`src/sv/so3em_pkg.sv`:
```
package so3em_pkg;

  // fixed-point constants
  localparam logic signed [35:0] ONE_Q30      = 36'sh040000000;
  localparam logic signed [35:0] PI_Q30       = 36'sh0C90FDAA2;
  localparam logic signed [35:0] HALF_PI_Q30  = 36'sh06487ED51;
  localparam logic signed [35:0] TWO_PI_Q30   = 36'sh1921FB544;
  localparam logic signed [35:0] GAIN_Q30     = 36'sh026DD3B6A;
  localparam logic [63:0]        TWO_PI_Q40   = 64'h000006487ED5110B;

  localparam int ADDR_MIN_RATE_NORM = 0;

  // arctangent table, truncated Q.30
  function automatic logic [31:0] atan_q30(input logic [4:0] i);
    logic [31:0] t;
    unique case (i)
      5'd0:  t = 32'h3243F6A8;  5'd1:  t = 32'h1DAC6705;
      5'd2:  t = 32'h0FADBAFC;  5'd3:  t = 32'h07F56EA6;
      5'd4:  t = 32'h03FEAB76;  5'd5:  t = 32'h01FFD55B;
      5'd6:  t = 32'h00FFFAAA;  5'd7:  t = 32'h007FFF55;
      5'd8:  t = 32'h003FFFEA;  5'd9:  t = 32'h001FFFFD;
      5'd10: t = 32'h000FFFFF;  5'd11: t = 32'h0007FFFF;
      5'd12: t = 32'h0003FFFF;  5'd13: t = 32'h0001FFFF;
      5'd14: t = 32'h0000FFFF;  5'd15: t = 32'h00007FFF;
      5'd16: t = 32'h00003FFF;  5'd17: t = 32'h00001FFF;
      5'd18: t = 32'h00000FFF;  5'd19: t = 32'h000007FF;
      5'd20: t = 32'h000003FF;  5'd21: t = 32'h000001FF;
      5'd22: t = 32'h000000FF;  5'd23: t = 32'h0000007F;
      5'd24: t = 32'h0000003F;  5'd25: t = 32'h0000001F;
      5'd26: t = 32'h0000000F;  5'd27: t = 32'h00000008;
      5'd28: t = 32'h00000004;  5'd29: t = 32'h00000002;
      5'd30: t = 32'h00000001;  default: t = 32'h00000000;
    endcase
    return t;
  endfunction

  // clamp to [-1.0, 1.0] in Q2.30
  function automatic logic [31:0] clamp_unit(input logic signed [71:0] v);
    logic [31:0] r;
    if (v > 72'(ONE_Q30)) r = 32'h40000000;
    else if (v < -72'(ONE_Q30)) r = 32'hC0000000;
    else r = v[31:0];
    return r;
  endfunction

  // control tag riding beside the row
  typedef struct packed {
    logic vld;
    logic ident;
    logic flip;
  } tag_t;

endpackage

```
`src/sv/so3em_sqrt_cell.sv`:
```
// one restoring square root cell: result bit per cell
module so3em_sqrt_cell (
  input  logic        clk,
  input  logic        en,
  input  logic [5:0]  pos,
  input  logic [63:0] rem_in,
  input  logic [31:0] root_in,
  output logic [63:0] rem_out,
  output logic [31:0] root_out
);
  import so3em_pkg::*;
  logic [65:0] trial;
  logic [65:0] rem_x;

  always_comb begin
    trial = ({34'd0, root_in} << (pos + 6'd1)) | (66'd1 << (2 * pos));
    rem_x = {2'd0, rem_in};
  end

  always_ff @(posedge clk) begin
    if (en) begin
      if (rem_x >= trial) begin
        rem_out  <= 64'(rem_x - trial);
        root_out <= root_in | (32'd1 << pos[4:0]);
      end else begin
        rem_out  <= rem_in;
        root_out <= root_in;
      end
    end
  end
endmodule

```
`config.mk`:
```
export PLATFORM = sky130hd
export DESIGN_NAME = so3em_sqrt_cell
export DESIGN_NICKNAME = d
export VERILOG_FILES = /design/src/sv/so3em_pkg.sv /design/src/sv/so3em_sqrt_cell.sv
export SDC_FILE = /design/constraint.sdc
export NUM_CORES = 1
export LEC_CHECK = 0
export BUFFER_PORTS_ARGS = -buffer_cell sky130_fd_sc_hd__buf_2
export CAP_MARGIN = 20
export CORE_MARGIN = 2
export CORE_UTILIZATION = 50
export DETAILED_ROUTE_END_ITERATION = 6
export PLACE_DENSITY = 0.71
export SLEW_MARGIN = 20
export SYNTH_ARGS = -nofsm -noshare
export SYNTH_HDL_FRONTEND = slang
export SYNTH_SLANG_ARGS = --single-unit
```
`constraint.sdc`:
```
create_clock -name clk -period 6.7 [get_ports clk]
set_input_delay 0.67 -clock clk [delete_from_list [all_inputs] [get_ports clk]]
set_output_delay 0.67 -clock clk [all_outputs]
set_load 0.1 [all_outputs]
```
==> run metrics <==
dominant register cell in the synthesized netlist=edfxtp_1; total wire length=36600 um; main combinational cell family by area after synthesis=compound AO/OA/AOI/OAI gates; Hold Path Stages=3; Post-Synthesis Cell Area=10700 um2; RSZ-0062 raised after global routing=no; DP HPWL=29600 um; H-tree depth=3; routed length per instance=21.2 um; Fmax achieved=0.166 GHz; grt ovf=0; status=completed; final RePlAce weighted congestion=1.05; Tightest Pin Transition=0.841 ns; vias in the first global route=9915; Synth Area in XOR/XNOR=0.0537; Max Slew Vio Count=0; slew margin rel.=0.438; DIE HEIGHT=150 um; Core Rows=53; die area=22600 um2; Final WS setup=0.687 ns; Max Cap Violations=0; critical path class=in -> reg; CTS root buffer=clkbuf_16; Core Box Area=21000 um2; hold buffers post-CTS=0; most frequent cells in the layout=198 x buf_2, 192 x nand2_1, 126 x o21ai_0; initial antenna violation count=0; HP Class=in -> reg; post-CTS sizing=0; WP data required=6.81 ns; Initial Util=0.509; met1 Use GR=0.444; DRT iter0 DRCs=1102; DR vias=11000; antenna-violating nets left=0; Worst VDD drop=0.199 mV; min Tclk post-route=6.01 ns; Vias per Instance=6.38; fin crit share=0.898; Avg Inst Size Synth=8.33 um2; CP Capture Type=flip-flop; post-route cell area=12300 um2; power density over cell area=294 nW/um2; setup TNS=0 ns; layer with the highest usage=met2; worst-case clock buffer depth=2; first drt pass iteration count=6; first-pass GRT wire length=55600 um; clock sinks=96; dpl cell area=11900 um2; # nets final=1619; critical path arrival=6.13 ns; Syn. warnings=0; Max Fanout on Critical Path=48; Post-Place Setup Slack=0.439 ns; die extent in x=150 um; Setup violations, final=0; Adder-Cell Fraction of Synth Area=0.0848; Post-synth EDFFs=96; worst hold slack=0.594 ns; gr usage total=0.322; Critical Path Source Type=primary input; Compound-Gate Fraction of Synth Area=0.263; postcts setup bufs=0; Mapped Nets=1462; DRC viols=0; n_diodes=0; Yosys reg bits=96; share of layout cells above drive strength 1=0.209; Synth cell types=78; input/output buffers=199; sequential area share after synthesis=0.269; met3 GRT Util=0.0688; commonest non-fill, non-tap cell in the layout=buf_2; Pleak=5.12 nW; Final Hold Vio Count=0; I/O pin count=200; largest net degree at the start of global routing=51; area grow syn2layout=14.4%; grt met2 use=0.494; Reg clk slew, reported paths=0.08 ns; post-synthesis simple-gate area fraction=0.181; gate count after technology mapping=1286; post-synthesis async set-or-reset flop share=0; CTS tree=done; CTS Buf Count=9; proportion of synthesized area in mux cells=0.104
-- synth_stat cells (all sizes together) (4+ instances only) --
cell type / n / share of area
nand2: 192 / 0.067
mux2: 20 / 0.021
a2bb2oi: 6 / 0.0049
a21oi: 101 / 0.047
a21o: 37 / 0.026
nand3: 24 / 0.012
and2: 12 / 0.0070
nor3: 19 / 0.0093
xor2: 28 / 0.025
o21ai: 132 / 0.062
or2: 6 / 0.0035
xnor2: 33 / 0.029
o21bai: 32 / 0.022
o21a: 10 / 0.0070
and4: 4 / 0.0033
a211oi: 16 / 0.011
and3: 16 / 0.0093
mux2i: 46 / 0.043
or3: 4 / 0.0023
a2111oi: 4 / 0.0033
clkbuf: 60 / 0.021
inv: 21 / 0.0076
nor2b: 15 / 0.0088
nand4: 24 / 0.014
buf: 22 / 0.016
o211ai: 9 / 0.0063
nand2b: 11 / 0.0064
mux4: 19 / 0.040
a21boi: 5 / 0.0035
a22oi: 12 / 0.0084
o22a: 7 / 0.0057
nor2: 88 / 0.031
ha: 71 / 0.083
o31ai: 8 / 0.0056
a31oi: 15 / 0.0088
edfxtp: 96 / 0.27
o22ai: 10 / 0.0058
-- worst max-delay path: stages --
cell and delay [ns]:
buf_2 0.15, inv_4 0.08, ha_1 0.33, buf_12 0.24, mux4_2 0.57, mux2_2 0.31, a21oi_1 0.32, o22ai_1 0.14
a21oi_1 0.37, ha_1 0.40, and3_1 0.25, and3_1 0.21, o32a_1 0.38, and2_1 0.18, o31ai_1 0.32, a211oi_1 0.15
o21ai_4 0.39, buf_12 0.25, buf_4 0.24, o21ai_0 0.11
-- per-layer routing --
layer	routed length [um]	vias up	share of wire
met3	3780	90	0.10
li1	-	5172	-
met4	1370	0	0.037
met2	16100	594	0.44
met1	15400	5139	0.42
met5	0	-	0
-- sequential cells by signal, summed over array words and instances, names as in the netlist --
register,flops
rem_out,64
root_out,32
-- per-stage QoR --
stage,cells,power [mW],util
floorplan,1286,2.54,-
global placement,1707,2.99,0.568
detailed placement,1707,3.00,0.568
CTS,1723,3.58,0.583
global route,1723,3.78,0.583
finish,1723,3.60,0.583
-- path summary, 6_finish.rpt --
| check | start | to | slack (ns) |
|---|---|---|---|
| setup / recovery | pos[0] | rem_out[18] | 0.69 |
| hold / removal | rem_in[15] | rem_out[15] | 0.59 |
-- layout make-up --
cell class              instances  area [um2]
inverters                      21        81.3
multi-input cells            1087        7360
clock buffers                   9         225
repair buffers                228        1270
clock inverters                 7        95.1
fillers                      1948        8760
flip-flops and latches         96        2880
well taps                     275         344
-- cells by family (layout without fill, tap and decap cells) --
logic type / after synthesis / after routing
simple gates: 425 / 425
buf+inv: 103 / 265
compound gates: 444 / 444
xor+xnor: 61 / 61
flops: 96 / 96
fa+ha+maj: 72 / 72
mux: 85 / 85
-- where the power goes --
| group | switching [mW] | leakage (nW) | total, mW | internal, mW |
|---|---|---|---|---|
| logic | 1.61 | 4.03 | 2.21 | 0.598 |
| clock network | 0.252 | 0.157 | 0.581 | 0.328 |
| registers | 0.0209 | 0.938 | 0.816 | 0.795 |
Note: power is estimated with default switching activity, not from simulation.
